`config.mk`:
```
export PLATFORM = sky130hd
export DESIGN_NAME = ipv4_header_builder_checksum_top
export DESIGN_NICKNAME = d
export VERILOG_FILES = /design/src/rtl/ihb_pkg.sv /design/src/rtl/ihb_front.sv /design/src/rtl/ihb_queue.sv /design/src/rtl/ihb_back.sv /design/src/rtl/ipv4_header_builder_checksum_top.sv
export SDC_FILE = /design/constraint.sdc
export NUM_CORES = 1
export LEC_CHECK = 0
export BUFFER_PORTS_ARGS = -buffer_cell sky130_fd_sc_hd__buf_2
export CAP_MARGIN = 5
export CORE_MARGIN = 2
export CORE_UTILIZATION = 35
export DETAILED_ROUTE_END_ITERATION = 6
export PLACE_DENSITY = 0.5
export SYNTH_ARGS = -nofsm -noshare
export SYNTH_HDL_FRONTEND = slang
export SYNTH_HIERARCHICAL = 1
export SYNTH_SLANG_ARGS = --single-unit
```
`constraint.sdc`:
```
create_clock -name clk_i -period 7.7 [get_ports clk_i]
set_clock_uncertainty 0.1 [all_clocks]
set_input_delay 0.77 -clock clk_i [delete_from_list [all_inputs] [get_ports clk_i]]
set_output_delay 0.77 -clock clk_i [all_outputs]
set_load 0.05 [all_outputs]
```
`src/rtl/ihb_pkg.sv`:
```
`timescale 1ns / 1ps
// Shared types and constants for the IPv4 header builder.
// No dependencies; used by every module of the block.
package ihb_pkg;

  // Header layout
  localparam int unsigned HDR_BYTES  = 20;
  localparam int unsigned HDR_CNT_W  = $clog2(HDR_BYTES);
  localparam int unsigned HDR_WORDS  = HDR_BYTES / 2;
  localparam logic [3:0]  IP_VERSION = 4'd4;
  localparam logic [3:0]  IP_IHL     = 4'd5;
  localparam logic [15:0] LEN_MAX    = 16'hffff;

  // Words of the header, in wire order
  localparam logic [3:0] W_VER_TOS   = 4'd0;
  localparam logic [3:0] W_TOT_LEN   = 4'd1;
  localparam logic [3:0] W_IDENT     = 4'd2;
  localparam logic [3:0] W_FRAG      = 4'd3;
  localparam logic [3:0] W_TTL_PROTO = 4'd4;
  localparam logic [3:0] W_CHECKSUM  = 4'd5;
  localparam logic [3:0] W_SRC_HI    = 4'd6;
  localparam logic [3:0] W_SRC_LO    = 4'd7;
  localparam logic [3:0] W_DST_HI    = 4'd8;
  localparam logic [3:0] W_DST_LO    = 4'd9;

  // Configuration register indexes
  localparam int unsigned CFG_IDX_W  = 3;
  localparam int unsigned CFG_DATA_W = 32;
  localparam logic [CFG_IDX_W-1:0] REG_SERVICE_TYPE   = 3'd0;
  localparam logic [CFG_IDX_W-1:0] REG_PACKET_ID      = 3'd1;
  localparam logic [CFG_IDX_W-1:0] REG_FRAG_FLAG_BITS = 3'd2;
  localparam logic [CFG_IDX_W-1:0] REG_FRAG_POSITION  = 3'd3;
  localparam logic [CFG_IDX_W-1:0] REG_HOP_LIMIT      = 3'd4;
  localparam logic [CFG_IDX_W-1:0] REG_SOURCE_ADDRESS = 3'd5;

  // Reset values of the configuration registers
  localparam logic [7:0]  RST_SERVICE_TYPE   = 8'd0;
  localparam logic [15:0] RST_PACKET_ID      = 16'hca9f;
  localparam logic [2:0]  RST_FRAG_FLAG_BITS = 3'd2;
  localparam logic [12:0] RST_FRAG_POSITION  = 13'd0;
  localparam logic [7:0]  RST_HOP_LIMIT      = 8'd64;
  localparam logic [31:0] RST_SOURCE_ADDRESS = 32'd0;

  // Item kinds
  localparam logic FUNC_HEADER  = 1'b0;
  localparam logic FUNC_PAYLOAD = 1'b1;
  localparam logic KIND_HEADER  = 1'b0;
  localparam logic KIND_PAYLOAD = 1'b1;

  // Depth of the queue between front and back
  localparam int unsigned QUEUE_DEPTH = 4;

  typedef struct packed {
    logic [7:0]  service_type;
    logic [15:0] packet_id;
    logic [2:0]  frag_flag_bits;
    logic [12:0] frag_position;
    logic [7:0]  hop_limit;
    logic [31:0] source_address;
  } cfg_t;

  // One classified item as it sits in the queue
  typedef struct packed {
    logic        func;
    logic [7:0]  data_byte;
    logic        data_last;
    logic [15:0] total_len;
    logic [7:0]  proto_number;
    logic [31:0] dest_address;
  } entry_t;

endpackage

```
`src/rtl/ihb_front.sv`:
```
`timescale 1ns / 1ps
// Front end: takes input beats, works out the saturated total length and
// packs the item for the queue. Depends on ihb_pkg.
module ihb_front (
  input  logic                func_i,
  input  logic [15:0]         data_length_i,
  input  logic [7:0]          proto_number_i,
  input  logic [31:0]         dest_address_i,
  input  logic [7:0]          data_byte_i,
  input  logic                data_last_i,
  output ihb_pkg::entry_t     entry_o
);

  logic [16:0] len_sum;
  logic [15:0] total_len;

  // Total length = payload + header, clamped to 16 bits
  assign len_sum   = {1'b0, data_length_i} + 17'(ihb_pkg::HDR_BYTES);
  assign total_len = len_sum[16] ? ihb_pkg::LEN_MAX : len_sum[15:0];

  always_comb begin
    entry_o.func         = func_i;
    entry_o.data_byte    = data_byte_i;
    entry_o.data_last    = data_last_i;
    entry_o.total_len    = total_len;
    entry_o.proto_number = proto_number_i;
    entry_o.dest_address = dest_address_i;
  end

endmodule

```
`src/rtl/ihb_queue.sv`:
```
`timescale 1ns / 1ps
// Short queue of classified items between the front and back ends.
// Depends on ihb_pkg.
module ihb_queue #(
  parameter int unsigned DEPTH = ihb_pkg::QUEUE_DEPTH
) (
  input  logic            clk_i,
  input  logic            rst_ni,
  input  logic            wr_i,
  input  ihb_pkg::entry_t wr_entry_i,
  output logic            full_o,
  input  logic            rd_i,
  output ihb_pkg::entry_t rd_entry_o,
  output logic            empty_o
);

  localparam int unsigned PTR_W = (DEPTH > 1) ? $clog2(DEPTH) : 1;
  localparam int unsigned CNT_W = $clog2(DEPTH + 1);

  ihb_pkg::entry_t mem_q [DEPTH];
  logic [PTR_W-1:0] wr_ptr_q, wr_ptr_d;
  logic [PTR_W-1:0] rd_ptr_q, rd_ptr_d;
  logic [CNT_W-1:0] count_q, count_d;
  logic             do_wr, do_rd;

  assign full_o     = (count_q == CNT_W'(DEPTH));
  assign empty_o    = (count_q == '0);
  assign do_wr      = wr_i && !full_o;
  assign do_rd      = rd_i && !empty_o;
  assign rd_entry_o = mem_q[rd_ptr_q];

  // Pointer and fill count update
  always_comb begin
    wr_ptr_d = wr_ptr_q;
    rd_ptr_d = rd_ptr_q;
    count_d  = count_q;
    if (do_wr) begin
      wr_ptr_d = (wr_ptr_q == PTR_W'(DEPTH - 1)) ? '0 : wr_ptr_q + 1'b1;
    end
    if (do_rd) begin
      rd_ptr_d = (rd_ptr_q == PTR_W'(DEPTH - 1)) ? '0 : rd_ptr_q + 1'b1;
    end
    if (do_wr && !do_rd) begin
      count_d = count_q + 1'b1;
    end else if (do_rd && !do_wr) begin
      count_d = count_q - 1'b1;
    end
  end

  always_ff @(posedge clk_i or negedge rst_ni) begin
    if (!rst_ni) begin
      wr_ptr_q <= '0;
      rd_ptr_q <= '0;
      count_q  <= '0;
    end else begin
      wr_ptr_q <= wr_ptr_d;
      rd_ptr_q <= rd_ptr_d;
      count_q  <= count_d;
    end
  end

  // Storage
  always_ff @(posedge clk_i) begin
    if (do_wr) begin
      mem_q[wr_ptr_q] <= wr_entry_i;
    end
  end

endmodule

```
`src/rtl/ihb_back.sv`:
```
`timescale 1ns / 1ps
// Back end: serialises a header request into 20 bytes with a running
// ones'-complement checksum, or passes a payload byte. Depends on ihb_pkg.
module ihb_back (
  input  logic            clk_i,
  input  logic            rst_ni,
  input  ihb_pkg::cfg_t   cfg_i,
  input  ihb_pkg::entry_t entry_i,
  input  logic            entry_valid_i,
  output logic            entry_pop_o,
  output logic [7:0]      out_byte_o,
  output logic            out_kind_o,
  output logic            out_last_o,
  output logic            empty_o,
  input  logic            pop_i
);

  localparam logic [ihb_pkg::HDR_CNT_W-1:0] LAST_CNT =
    ihb_pkg::HDR_CNT_W'(ihb_pkg::HDR_BYTES - 1);
  localparam logic [ihb_pkg::HDR_CNT_W-1:0] SUM_CNT =
    ihb_pkg::HDR_CNT_W'(ihb_pkg::HDR_WORDS);

  // Header word at a given index, checksum word supplied by the caller
  function automatic logic [15:0] hdr_word(
    input logic [3:0]      idx,
    input ihb_pkg::entry_t e,
    input ihb_pkg::cfg_t   c,
    input logic [15:0]     csum
  );
    logic [15:0] w;
    case (idx)
      ihb_pkg::W_VER_TOS:   w = {ihb_pkg::IP_VERSION, ihb_pkg::IP_IHL, c.service_type};
      ihb_pkg::W_TOT_LEN:   w = e.total_len;
      ihb_pkg::W_IDENT:     w = c.packet_id;
      ihb_pkg::W_FRAG:      w = {c.frag_flag_bits, c.frag_position};
      ihb_pkg::W_TTL_PROTO: w = {c.hop_limit, e.proto_number};
      ihb_pkg::W_CHECKSUM:  w = csum;
      ihb_pkg::W_SRC_HI:    w = c.source_address[31:16];
      ihb_pkg::W_SRC_LO:    w = c.source_address[15:0];
      ihb_pkg::W_DST_HI:    w = e.dest_address[31:16];
      ihb_pkg::W_DST_LO:    w = e.dest_address[15:0];
      default:              w = 16'h0000;
    endcase
    return w;
  endfunction

  logic [ihb_pkg::HDR_CNT_W-1:0] cnt_q, cnt_d;
  logic [15:0] acc_q, acc_d;
  logic        out_valid_q, out_valid_d;
  logic [7:0]  out_byte_q, out_byte_d;
  logic        out_kind_q, out_kind_d;
  logic        out_last_q, out_last_d;

  logic        advance;
  logic [15:0] add_word;
  logic [16:0] add_sum;
  logic [15:0] byte_word;
  logic [7:0]  hdr_byte;

  // Entry waiting and output register free, or emptied this cycle
  assign advance = entry_valid_i && (!out_valid_q || pop_i);

  // End-around carry add of the next header word
  assign add_word = hdr_word(cnt_q[3:0], entry_i, cfg_i, 16'h0000);
  assign add_sum  = {1'b0, acc_q} + {1'b0, add_word};

  // Byte of the header at the current position
  assign byte_word = hdr_word(cnt_q[ihb_pkg::HDR_CNT_W-1:1], entry_i, cfg_i, ~acc_q);
  assign hdr_byte  = cnt_q[0] ? byte_word[7:0] : byte_word[15:8];

  always_comb begin
    cnt_d       = cnt_q;
    acc_d       = acc_q;
    out_valid_d = out_valid_q && !pop_i;
    out_byte_d  = out_byte_q;
    out_kind_d  = out_kind_q;
    out_last_d  = out_last_q;
    entry_pop_o = 1'b0;
    if (advance) begin
      out_valid_d = 1'b1;
      if (entry_i.func == ihb_pkg::FUNC_PAYLOAD) begin
        out_byte_d  = entry_i.data_byte;
        out_kind_d  = ihb_pkg::KIND_PAYLOAD;
        out_last_d  = entry_i.data_last;
        entry_pop_o = 1'b1;
      end else begin
        out_byte_d = hdr_byte;
        out_kind_d = ihb_pkg::KIND_HEADER;
        out_last_d = (cnt_q == LAST_CNT);
        if (cnt_q < SUM_CNT) begin
          acc_d = add_sum[15:0] + {15'd0, add_sum[16]};
        end
        if (cnt_q == LAST_CNT) begin
          cnt_d       = '0;
          acc_d       = '0;
          entry_pop_o = 1'b1;
        end else begin
          cnt_d = cnt_q + 1'b1;
        end
      end
    end
  end

  always_ff @(posedge clk_i or negedge rst_ni) begin
    if (!rst_ni) begin
      cnt_q       <= '0;
      acc_q       <= '0;
      out_valid_q <= 1'b0;
    end else begin
      cnt_q       <= cnt_d;
      acc_q       <= acc_d;
      out_valid_q <= out_valid_d;
    end
  end

  // Result payload
  always_ff @(posedge clk_i) begin
    out_byte_q <= out_byte_d;
    out_kind_q <= out_kind_d;
    out_last_q <= out_last_d;
  end

  assign out_byte_o = out_byte_q;
  assign out_kind_o = out_kind_q;
  assign out_last_o = out_last_q;
  assign empty_o    = !out_valid_q;

endmodule

```
`src/rtl/ipv4_header_builder_checksum_top.sv`:
```
`timescale 1ns / 1ps
// Top level of the IPv4 header builder: configuration registers, front end,
// item queue and back end. Depends on ihb_pkg, ihb_front, ihb_queue, ihb_back.

// Builds a 20-byte IPv4 header (no options) on request and passes payload
// bytes through, on a queue-style interface at both ends. A payload beat
// gives one result beat and the block sustains one per clock while results
// are popped; a header request gives 20 result beats from the byte-wide
// serialiser in the back end, which also folds the header checksum one
// 16-bit word per header byte during the first ten. A queue of QUEUE_DEPTH
// items between the front and back ends keeps taking input beats while a
// header is being sent, until it is full. Total length is payload length
// plus 20, clamped at 65535. Configuration registers take a write whenever
// cfg_we_i is high; writes to indexes past the last register are dropped.
module ipv4_header_builder_checksum_top #(
  parameter int unsigned QUEUE_DEPTH = ihb_pkg::QUEUE_DEPTH
) (
  input  logic                           clk_i,
  input  logic                           rst_ni,
  // Configuration
  input  logic                           cfg_we_i,
  input  logic [ihb_pkg::CFG_IDX_W-1:0]  cfg_index_i,
  input  logic [ihb_pkg::CFG_DATA_W-1:0] cfg_data_i,
  // Input beats
  input  logic                           push,
  output logic                           full,
  input  logic                           func_i,
  input  logic [15:0]                    data_length_i,
  input  logic [7:0]                     proto_number_i,
  input  logic [31:0]                    dest_address_i,
  input  logic [7:0]                     data_byte_i,
  input  logic                           data_last_i,
  // Result beats
  output logic                           empty,
  input  logic                           pop,
  output logic [7:0]                     out_byte_o,
  output logic                           out_kind_o,
  output logic                           out_last_o
);

  ihb_pkg::cfg_t   cfg_q;
  ihb_pkg::entry_t front_entry;
  ihb_pkg::entry_t head_entry;
  logic            queue_empty;
  logic            head_pop;

  // Configuration registers
  always_ff @(posedge clk_i or negedge rst_ni) begin
    if (!rst_ni) begin
      cfg_q.service_type   <= ihb_pkg::RST_SERVICE_TYPE;
      cfg_q.packet_id      <= ihb_pkg::RST_PACKET_ID;
      cfg_q.frag_flag_bits <= ihb_pkg::RST_FRAG_FLAG_BITS;
      cfg_q.frag_position  <= ihb_pkg::RST_FRAG_POSITION;
      cfg_q.hop_limit      <= ihb_pkg::RST_HOP_LIMIT;
      cfg_q.source_address <= ihb_pkg::RST_SOURCE_ADDRESS;
    end else if (cfg_we_i) begin
      case (cfg_index_i)
        ihb_pkg::REG_SERVICE_TYPE:   cfg_q.service_type   <= cfg_data_i[7:0];
        ihb_pkg::REG_PACKET_ID:      cfg_q.packet_id      <= cfg_data_i[15:0];
        ihb_pkg::REG_FRAG_FLAG_BITS: cfg_q.frag_flag_bits <= cfg_data_i[2:0];
        ihb_pkg::REG_FRAG_POSITION:  cfg_q.frag_position  <= cfg_data_i[12:0];
        ihb_pkg::REG_HOP_LIMIT:      cfg_q.hop_limit      <= cfg_data_i[7:0];
        ihb_pkg::REG_SOURCE_ADDRESS: cfg_q.source_address <= cfg_data_i[31:0];
        default: ;
      endcase
    end
  end

  ihb_front u_front (
    .func_i         (func_i),
    .data_length_i  (data_length_i),
    .proto_number_i (proto_number_i),
    .dest_address_i (dest_address_i),
    .data_byte_i    (data_byte_i),
    .data_last_i    (data_last_i),
    .entry_o        (front_entry)
  );

  ihb_queue #(
    .DEPTH (QUEUE_DEPTH)
  ) u_queue (
    .clk_i      (clk_i),
    .rst_ni     (rst_ni),
    .wr_i       (push),
    .wr_entry_i (front_entry),
    .full_o     (full),
    .rd_i       (head_pop),
    .rd_entry_o (head_entry),
    .empty_o    (queue_empty)
  );

  ihb_back u_back (
    .clk_i         (clk_i),
    .rst_ni        (rst_ni),
    .cfg_i         (cfg_q),
    .entry_i       (head_entry),
    .entry_valid_i (!queue_empty),
    .entry_pop_o   (head_pop),
    .out_byte_o    (out_byte_o),
    .out_kind_o    (out_kind_o),
    .out_last_o    (out_last_o),
    .empty_o       (empty),
    .pop_i         (pop)
  );

endmodule
```
==> results_dict.tcl, run 1 <==
set metrics [dict create \
    slowest_delay_ps 860 \
    worstMarginPinSlew_ps 1059 \
    crit-reg2reg-capture "u_back/acc_q[12]" \
    dpl.hpwl_um 34080 \
    setup_viol 0 \
    cp.buffers_inverters 2 \
    number_of_antenna_violations_at_the_first_check_in_global_routing 2 \
    total_routed_length_um 49830 \
    area_share_of_fa_ha_maj_cells_after_synthesis_pct 2.272 \
    yosys.area_share.simple_pct 6.534 \
    cap_violations 0 \
    route.antenna.remaining_nets 0 \
    minimum_setup_slack_among_reg_to_reg_paths_ps 1420 \
    drt-initial-drc-count 1046 \
    tritoncts.num_buffers 42 \
    critical_path_class "reg2reg" \
    drc 0 \
    synth_compound_gate_area_share_pct 9.081 \
    power_consumption_uw 8598 \
    grt_remaining_overflow 0 \
    antenna_cells_inserted 0 \
    layout_commonest_cell "sky130_fd_sc_hd__edfxtp_1" \
    worst_setup_hold_path_clk_slew_ps 70 \
    via_count_of_the_first_global_routing_pass 10860 \
    period_minus_slack_ps 6281 \
    yosysWarningCount 6 \
    core.rowCount 82 \
    arrival_time_of_data_at_the_critical_path_endpoint_ps 6590 \
    critical_path_peak_fanout 18 \
    grt_util_all_layers_pct 18.97 \
    syn_area_cell_um2 15.35 \
    placed_cells 1865 \
    cts.hold.buffers_added 0 \
    design.final.nets 1374 \
    htree_levels 2 \
    count_of_flip_flops_with_a_built_in_enable_after_synthesis 274 \
    post-route-worst-setup-slack_ps 1419 \
    achievable-frequency_mhz 159.2 \
    core_um2 50070 \
    layout-area-overhead-vs-synth_pct 13.34 \
    grt_max_degree 63 \
    worst_r2r_startpoint "u_back/cnt_q[0]" \
    drive_above_1_share_pct 32.05 \
    clk_latency_ps 580 \
    horiz_die_dim_um 229.1 \
    vdd_ir_drop_max_v 0.0001694 \
    start_kind "register" \
    synth.ff_latch_count 383 \
    cpLargestDelayFamily "compound AO/OA/AOI/OAI gates" \
    place_worst_setup_slack_ps 1551 \
    worstPathRequired_ps 8010 \
    numPortBuffers 117 \
    hold_path.class "in2async" \
    post_synth_instance_area_um2 17730 \
    timing.final.hold_violations 0 \
    synth_nets 1292 \
    detail_route.wl_per_cell_um 25.66 \
    crit_cells 23 \
    synth-seq-area-share_pct 61.86 \
    synthesis.instances 1155 \
    initial_core_util_pct 35.42 \
    cts_setup_buffers 0 \
    final_cells 1942 \
    layout_worst_path_cycle_share_pct 81.57 \
    power_per_unit_of_standard_cell_area_nw_per_um2 427.8 \
    asyncSetResetFlopFracSynth_pct 28.46 \
    holdWs_ps 121.1 \
    synth_xor_area_share_pct 1.715 \
    synth_top_family_by_area "multiplexers" \
    static-leakage-power_uw 0.007235 \
    worstSetupEndpointType "register" \
    yosysUniqueCellTypes 76 \
    cts_buffer_depth 3 \
    final_cell_mix "sky130_fd_sc_hd__edfxtp_1, sky130_fd_sc_hd__buf_2, sky130_fd_sc_hd__dfrtp_1, sky130_fd_sc_hd__nand2_1, sky130_fd_sc_hd__mux2_2" \
    critical_path.endpoint "u_back/acc_q[12]" \
    clock_tree_from_tritoncts "done" \
    setup_tns_ps 0 \
    timing.reg2reg.worst_path_depth 23 \
    worst_path_max_delay_cell "sky130_fd_sc_hd__dfrtp_1" \
    postSynth.topFlopCell "sky130_fd_sc_hd__edfxtp_1" \
    die_height_um 229.1 \
    floorplan.die_area_um2 52480 \
    io_pins 118 \
    synth.mux.area_fraction_pct 14.22 \
    cp-startpoint "u_back/cnt_q[0]" \
    timing_max_transition_violations_final 0 \
    vias 10830 \
    detail_route.vias_per_cell 5.577 \
    critPathMostFrequentCell "sky130_fd_sc_hd__ha_1" \
    crit_path_cell_trace "inv_1, ha_1, and3b_1, buf_4, a22oi_1, nand3_1, a221o_1, ha_1, fa_1, a211oi_2, o21bai_1, or3_1, a221oi_2, a21oi_1, a21o_1, a21o_1, ha_1, and3_1, and4_2, and4_2, nand3_1, xor2_1, o21ai_0" \
    n_fill_cell 4726 \
    drt_pre_antenna_iters 6 \
    run_status "complete, no violations" \
    rsz_0062_raised_after_global_routing "no" \
    num_clock_sinks 383 \
    first_pass_grt_wire_length_um 73540 \
    slew_headroom_pct 29.34 \
    cts.repair.resized 0 \
    root_buffer "sky130_fd_sc_hd__clkbuf_16" \
    place_congestion 0.9194 \
]
## cell families after synthesis
logic type | Yosys count
multiplexers | 155
XOR/XNOR | 33
AO/OA/AOI/OAI | 215
buffers and inverters | 119
flip-flops | 383
AND/OR/NAND/NOR | 219
adder cells (fa/ha/maj) | 31
## sequential cells by signal (all words and copies together) (netlist names)
register and cells:
cfg_q 80, u_back/acc_q 16, u_back/cnt_q 5, u_back/out_byte_o 8, u_back/out_kind_o 1, u_back/out_last_o 1, u_back/out_valid_q 1, u_queue/count_q 3
u_queue/mem_q 264, u_queue/rd_ptr_q 2, u_queue/wr_ptr_q 2
## how the worst min path moves through the flow
stage                 endpoint             from  slack, ps  cells after the start
6_report             cfg_q[76]           rst_ni        120                      1
5_1_grt              cfg_q[76]           rst_ni        170                      1
4_1_cts              cfg_q[76]           rst_ni        130                      1
3_5_place_dp   u_back/acc_q[4]  u_back/acc_q[4]        410                      2
3_3_place_gp         cfg_q[55]        cfg_q[55]        420                      1
2_1_floorplan         cfg_q[0]           rst_ni        370                      0
## where the power goes
| part | total (uW) | switching (uW) | leakage, uW | internal [uW] |
|---|---|---|---|---|
| logic | 3480 | 2120 | 0.00275 | 1360 |
| clock network | 2020 | 833 | 0.000672 | 1190 |
| registers | 3100 | 343 | 0.00381 | 2750 |
## final cells by class
class,instances,area (um2),area share [%]
Clock buffer,56,1145,5.696
Clock inverter,21,245.2,1.220
Inverter,11,41.29,0.2054
Multi-Input combinational cell,653,6046,30.08
Sequential cell,383,10980,54.61
Tap cell,672,840.8,4.183
Timing Repair Buffer,146,805.8,4.009
## worst reg2reg max path: cells and delay by family, from the launching register on
kind,cells,cell delay [ps]
AOI/OAI and AO/OA,9,1820
and+or+nand+nor,7,1610
adders and majority gates,4,1130
DFF,1,860
buffers and inverters,2,470
xor gates and xnor gates,1,150
## through the flow
stage          util (%)  area [um2]
4_1_cts           40.14       20100
5_1_grt           40.14       20100
6_report          40.14       20100
3_5_place_dp      37.37       18710
3_3_place_gp      37.37       18710
2_1_floorplan         -       17730
## cells in the mapped netlist (3+ instances only)
cell | n | area [um2]
sky130_fd_sc_hd__o21ai_1 | 3 | 15.01
sky130_fd_sc_hd__nor2_1 | 30 | 112.6
sky130_fd_sc_hd__dfstp_2 | 12 | 315.3
sky130_fd_sc_hd__nor3_1 | 14 | 70.07
sky130_fd_sc_hd__buf_2 | 7 | 35.03
sky130_fd_sc_hd__a22o_1 | 7 | 61.31
sky130_fd_sc_hd__nor4_1 | 3 | 18.77
sky130_fd_sc_hd__mux4_2 | 66 | 1486
sky130_fd_sc_hd__a221oi_1 | 31 | 271.5
sky130_fd_sc_hd__and3b_1 | 3 | 26.28
sky130_fd_sc_hd__inv_1 | 11 | 41.29
sky130_fd_sc_hd__nand4_1 | 20 | 125.1
sky130_fd_sc_hd__xor2_1 | 13 | 113.9
sky130_fd_sc_hd__ha_1 | 29 | 362.9
sky130_fd_sc_hd__buf_6 | 5 | 56.30
sky130_fd_sc_hd__a21o_1 | 6 | 45.04
sky130_fd_sc_hd__mux2_2 | 74 | 833.3
sky130_fd_sc_hd__xnor2_1 | 18 | 157.7
sky130_fd_sc_hd__mux2i_1 | 3 | 30.03
sky130_fd_sc_hd__buf_1 | 6 | 22.52
sky130_fd_sc_hd__nand3_1 | 21 | 105.1
sky130_fd_sc_hd__a221o_1 | 4 | 40.04
sky130_fd_sc_hd__buf_12 | 4 | 80.08
sky130_fd_sc_hd__a32o_1 | 9 | 90.09
sky130_fd_sc_hd__and3_1 | 3 | 18.77
sky130_fd_sc_hd__a22oi_1 | 56 | 420.4
sky130_fd_sc_hd__dfrtp_1 | 97 | 2427
sky130_fd_sc_hd__mux2_4 | 10 | 150.1
sky130_fd_sc_hd__a21oi_1 | 24 | 120.1
sky130_fd_sc_hd__and2_1 | 9 | 56.30
sky130_fd_sc_hd__a222oi_1 | 16 | 160.2
sky130_fd_sc_hd__buf_4 | 55 | 412.9
sky130_fd_sc_hd__nand2_1 | 81 | 304.0
sky130_fd_sc_hd__o21ai_0 | 37 | 185.2
sky130_fd_sc_hd__edfxtp_1 | 274 | 8228
sky130_fd_sc_hd__nand2b_1 | 10 | 62.56
sky130_fd_sc_hd__clkbuf_1 | 31 | 116.4
## routing by layer
metal	vias up	part of all wire, %	wire [um]	GRT usage [%]
li1	4713	-	-	-
met1	5538	44	21830	26.16
met2	453	45	22660	29.50
met3	123	6.5	3233	3.536
met4	4	4.2	2081	7.975
met5	-	0.056	28	0
Power figures use the tool's default switching activity.
==> run 2: changes to the inputs <==
ABC_AREA = 1   (was unset)
PLACE_DENSITY = 0.52   (was 0.5)
clock period = 5.7 ns   (was 7.7 ns; I/O delays follow)
==> run 2 against run 1 <==
Synthesized area is 12% higher. Sequential share of layout area is 5.2 points lower. Die area is 12% higher. Largest cell class unchanged.
==> results_dict.tcl, run 2 <==
set metrics [dict create \
    library_cell_occupying_the_most_area_in_the_post_synthesis_netlist "sky130_fd_sc_hd__edfxtp_1" \
    static-leakage-power_uw 0.009835 \
    first_pass_grt_wire_length_um 91090 \
    run_status "complete, no violations" \
    count_of_flip_flops_with_a_built_in_enable_after_synthesis 274 \
    biggestRegsByFlops "u_queue/mem_q (264), cfg_q (80), u_back/acc_q (16)" \
    critical_path_class "reg2reg" \
    drt-initial-drc-count 1520 \
    worstPathRequired_ps 6050 \
    core.rowCount 87 \
    start_kind "register" \
    dpl.hpwl_um 44700 \
    yosysUniqueCellTypes 47 \
    post_synth_main_area_contributors "sky130_fd_sc_hd__edfxtp_1, sky130_fd_sc_hd__nand2_1, sky130_fd_sc_hd__dfrtp_1" \
    number_of_antenna_violations_at_the_first_check_in_global_routing 5 \
    grt.met2_usage_pct 31.52 \
    numPortBuffers 117 \
    grt.met1_usage_pct 29.25 \
    timing.final.hold_violations 0 \
    die_height_um 242.2 \
    critPathMostFrequentCell "sky130_fd_sc_hd__nand2_1" \
    yosys.area.top_type_share_pct 41.43 \
    library_cell_with_the_highest_instance_count_after_synthesis "sky130_fd_sc_hd__nand2_1" \
    asyncSetResetFlopFracSynth_pct 28.46 \
    postSynth.topFlopCell "sky130_fd_sc_hd__edfxtp_1" \
    period_minus_slack_ps 5338 \
    synth.ff_latch_count 383 \
    post_synth_instance_area_um2 19860 \
    clk_latency_ps 580 \
    place_congestion 0.9573 \
    vdd_ir_drop_max_v 0.0004016 \
    synthesis.instances 2127 \
    drive_above_1_share_pct 12.98 \
    root_buffer "sky130_fd_sc_hd__clkbuf_16" \
    htree_levels 2 \
    floorplan.die_area_um2 58670 \
    slew_headroom_pct 37.78 \
    worstMarginPinSlew_ps 933.4 \
    synth-seq-area-share_pct 55.24 \
    rsz_0062_raised_after_global_routing "no" \
    slowest_delay_ps 460 \
    hold_path.class "in2reg" \
    grt_util_all_layers_pct 20.63 \
    arrival_time_of_data_at_the_critical_path_endpoint_ps 5690 \
    via_count_of_the_first_global_routing_pass 14310 \
    grt_met3_usage_pct 4.464 \
    clock_tree_from_tritoncts "done" \
    largest_register_ffs 264 \
    worst_setup_hold_path_clk_slew_ps 60 \
    timing_max_transition_violations_final 0 \
    layout_worst_path_cycle_share_pct 93.65 \
    power_per_unit_of_standard_cell_area_nw_per_um2 535.2 \
    achievable-frequency_mhz 187.3 \
    setup_viol 0 \
    busiest_layer "met2" \
    tritoncts.num_buffers 42 \
    cap_violations 0 \
    yosysWarningCount 6 \
    grt_max_degree 89 \
    regMostFlops "u_queue/mem_q" \
    horiz_die_dim_um 242.2 \
    route.antenna.remaining_nets 0 \
    critical_path_peak_fanout 14 \
    syn_area_cell_um2 9.337 \
    antenna_cells_inserted 0 \
    detail_route.vias_per_cell 5.103 \
    detail_route.wl_per_cell_um 20.56 \
    n_fill_cell 5582 \
    worstSetupEndpointType "register" \
    io_pins 118 \
    vias 15220 \
    initial_core_util_pct 35.29 \
    drt_pre_antenna_iters 5 \
    synth_nets 2264 \
    num_clock_sinks 383 \
    drc 0 \
    grt_remaining_overflow 0 \
    core_um2 56280 \
    cts_buffer_depth 3 \
    worst_path_max_delay_cell "sky130_fd_sc_hd__fa_1" \
    layout_commonest_cell "sky130_fd_sc_hd__nand2_1" \
    cts_setup_buffers 0 \
    layout-area-overhead-vs-synth_pct 11.89 \
    setup_tns_ps 0 \
    most_common_library_cells_after_synthesis "sky130_fd_sc_hd__nand2_1, sky130_fd_sc_hd__inv_1, sky130_fd_sc_hd__edfxtp_1" \
    postLayoutCoreUtil_pct 39.49 \
    design.final.nets 2330 \
    final_cell_mix "sky130_fd_sc_hd__nand2_1, sky130_fd_sc_hd__inv_1, sky130_fd_sc_hd__edfxtp_1, sky130_fd_sc_hd__o211ai_1, sky130_fd_sc_hd__nand3_1" \
    total_routed_length_um 61340 \
]
## run 2: cell families after synthesis
logic type	share of synthesized area, %
AOI/OAI and AO/OA	11.11
xor gates and xnor gates	0.3087
adders and majority gates	2.029
buffers and inverters	11.38
DFF	55.24
and+or+nand+nor	19.93
## run 2: path summary, 6_finish.rpt
path	endpoint	slack, ps	cells after the start	from
setup / recovery	u_back/acc_q[11]	360	29	u_back/cnt_q[0]
hold / removal	u_back/out_valid_q	80	2	pop
setup reg to reg	u_back/acc_q[11]	360	29	u_back/cnt_q[0]
hold reg to reg	cfg_q[59]	370	2	cfg_q[59]
max in group asynchronous	cfg_q[42]	3850	3	rst_ni
min in group asynchronous	u_back/acc_q[3]	470	2	rst_ni
## run 2: cell type report
cell class                      count  area (um2)  area share (%)
Clock buffer                       53        1134           5.101
Timing Repair Buffer              155       938.4           4.223
Clock inverter                     25       337.8           1.520
Multi-Input combinational cell   1289        6678           30.05
Tap cell                          756       945.9           4.257
Sequential cell                   383       10980           49.39
Inverter                          322        1212           5.456
## run 2: through the flow
step	total power (uW)	instance area (um2)	setup slack, ps	std cells	hold WS, ps
2_1_floorplan	7390	19860	1188	2127	174.4
3_3_place_gp	9008	20720	462.8	2904	351.5
3_5_place_dp	8995	20720	271.6	2904	358.3
4_1_cts	11940	22200	218.9	2983	50.66
5_1_grt	12610	22220	1.899	2983	86.42
6_report	11890	22220	362.0	2983	83.32
## run 2: per-layer routing
layer	up-vias	part of all wire [%]
li1	7225	-
met1	7374	46
met2	517	44
met3	96	7.0
met4	10	2.9
met5	-	0.088
## run 2: worst max-delay path, delay by kind of cell, from the launching register on
kind                     cells  cell delay, ps
AO/OA/AOI/OAI                3             710
adder cells (fa/ha/maj)      4            1350
buffers and inverters        2             630
flip-flops                   1             380
AND/OR/NAND/NOR             20            2010
## run 2: timing repair
action,CTS,global route
gates resized for setup,0,6
hold endpoints to repair,37,0
hold buffers,1,0
endpoints found under the setup margin,0,10
## run 2: where the power goes
part / switching (uW) / leakage (uW) / internal [uW]
Clock: 1140 / 0.000708 / 1740
Combinational: 3520 / 0.00527 / 1400
Sequential: 407 / 0.00386 / 3680
==> run 3: changes to the inputs <==
CORE_UTILIZATION = 50   (was 35)
PLACE_DENSITY = 0.69   (was 0.52)
==> run 3 against run 2 <==
Maximum frequency grew 2.1%. Sequential cell count unchanged. Routed wire length fell by 3.9%. Die area fell by 30%. Clock power decreased by 2%. Count of clock-buffer cells in the layout decreased by 3. Register-to-register slack improved by 110 ps.
==> results_dict.tcl, run 3 (synthesis results as in run 2) <==
set metrics [dict create \
    drt_pre_antenna_iters 5 \
    core.rowCount 73 \
    worst_setup_hold_path_clk_slew_ps 60 \
    numPortBuffers 117 \
    htree_levels 2 \
    grt_remaining_overflow 0 \
    detail_route.vias_per_cell 5.615 \
    static-leakage-power_uw 0.009792 \
    total_routed_length_um 58930 \
    n_fill_cell 3511 \
    number_of_antenna_violations_at_the_first_check_in_global_routing 3 \
    final_cell_mix "sky130_fd_sc_hd__nand2_1, sky130_fd_sc_hd__inv_1, sky130_fd_sc_hd__edfxtp_1, sky130_fd_sc_hd__nand3_1, sky130_fd_sc_hd__o211ai_1" \
    io_pins 118 \
    grt_util_all_layers_pct 28.89 \
    multi_input_area_um2 6666 \
    worstPathRequired_ps 6050 \
    hold_path.class "in2async" \
    dpl.hpwl_um 42530 \
    slew_headroom_pct 27.93 \
    worstSetupEndpointType "register" \
    critical_path_class "reg2reg" \
    via_count_of_the_first_global_routing_pass 14750 \
    first_pass_grt_wire_length_um 89510 \
    run_status "complete, no violations" \
    critical_path_peak_fanout 16 \
    regArea_um2 10980 \
    power_per_unit_of_standard_cell_area_nw_per_um2 538.9 \
    drt-initial-drc-count 1370 \
    vdd_ir_drop_max_v 0.0004053 \
    drc 0 \
    slowest_delay_ps 590 \
    minimum_setup_slack_among_reg_to_reg_paths_ps 470 \
    core_um2 39460 \
    layout_commonest_cell "sky130_fd_sc_hd__nand2_1" \
    cpLargestDelayFamily "simple AND/OR/NAND/NOR gates" \
    layout_worst_path_cycle_share_pct 91.72 \
    timing.final.hold_violations 0 \
    place_congestion 0.9761 \
    clk_latency_ps 570 \
    period_minus_slack_ps 5228 \
    detail_route.wl_per_cell_um 21.49 \
    die_height_um 203.3 \
    cp.buffers_inverters 2 \
    achievable-frequency_mhz 191.3 \
    route.antenna.remaining_nets 0 \
    floorplan.die_area_um2 41330 \
    cap_violations 0 \
    vias 15400 \
    layout-area-overhead-vs-synth_pct 9.891 \
    root_buffer "sky130_fd_sc_hd__clkbuf_16" \
    drive_above_1_share_pct 12.64 \
    crit_cells 28 \
    tritoncts.num_buffers 41 \
    setup_tns_ps 0 \
    clock_tree_from_tritoncts "done" \
    num_clock_sinks 383 \
    timing.reg2reg.worst_path_depth 28 \
    grt_max_degree 69 \
    worst_path_max_delay_cell "sky130_fd_sc_hd__a221oi_1" \
    initial_core_util_pct 50.33 \
    biggestRegsByFlops "u_queue/mem_q (264), cfg_q (80), u_back/acc_q (16)" \
    timing_max_transition_violations_final 0 \
    largest_register_ffs 264 \
    worstMarginPinSlew_ps 1078 \
    regMostFlops "u_queue/mem_q" \
    start_kind "register" \
    power_consumption_uw 11760 \
    design.final.nets 2319 \
    cts_buffer_depth 3 \
    horiz_die_dim_um 203.3 \
    setup_viol 0 \
    arrival_time_of_data_at_the_critical_path_endpoint_ps 5580 \
    rsz_0062_raised_after_global_routing "no" \
    critPathMostFrequentCell "sky130_fd_sc_hd__nand2_1" \
]
## run 3: cell count changes in the layout (fill, tap and decap cells not counted), sizes merged
cell	previous run	this run
dlygate4sd3	1	0
diode	0	2
clkinvlp	3	1
clkinv	17	20
clkbuf	53	50
buf	154	145
bufinv	7	6
inv	320	321
## run 3: final cells by class
class | instances | area share [%]
Antenna cell | 2 | 0.02293
Clock buffer | 50 | 5.257
Clock inverter | 26 | 1.393
Inverter | 322 | 5.538
Multi-Input combinational cell | 1289 | 30.55
Sequential cell | 383 | 50.29
Tap cell | 525 | 3.010
Timing Repair Buffer | 145 | 3.944
## run 3: worst paths after layout
check,from,to
max in group asynchronous,rst_ni,cfg_q[60]
worst min register to register,cfg_q[59],cfg_q[59]
worst min-delay path,rst_ni,cfg_q[16]
min in group clk_i,cfg_data_i[28],cfg_q[28]
worst max register to register,u_back/cnt_q[0],u_back/acc_q[14]
worst max-delay path,u_back/cnt_q[0],u_back/acc_q[14]
## run 3: layer usage
| metal | vias to the layer above | wire length [um] | global-route usage (%) |
|---|---|---|---|
| met3 | 118 | 4058 | 3.947 |
| met5 | - | 13 | 0 |
| met4 | 2 | 2210 | 10.66 |
| met1 | 7450 | 25470 | 40.21 |
| met2 | 612 | 27180 | 46.47 |
| li1 | 7215 | - | - |
## run 3: power by group
| part | total [uW] | internal (uW) | switching, uW |
|---|---|---|---|
| registers | 4100 | 3680 | 417 |
| logic | 4850 | 1370 | 3470 |
| clock network | 2820 | 1710 | 1100 |
## run 3: metrics by stage
| step | hold slack, ps | cell area, um2 | util [%] | worst slack, ps | cells |
|---|---|---|---|---|---|
| after floorplan | 174.4 | 19860 | - | 1188 | 2127 |
| after global placement | 350.6 | 20340 | 51.55 | 309.8 | 2663 |
| after detailed placement | 358.2 | 20340 | 51.55 | 174.1 | 2663 |
| after CTS | 62.21 | 21790 | 55.23 | 147.3 | 2739 |
| after global routing | 95.15 | 21820 | 55.30 | 16.92 | 2740 |
| final | 53.00 | 21820 | 55.31 | 472.2 | 2742 |
## run 3: repair_timing
| action | CTS | global route |
|---|---|---|
| buffers inserted | 0 | 1 |
| setup endpoints to repair | 0 | 10 |
| hold buffers | 0 | 0 |
| gates resized for setup | 0 | 3 |
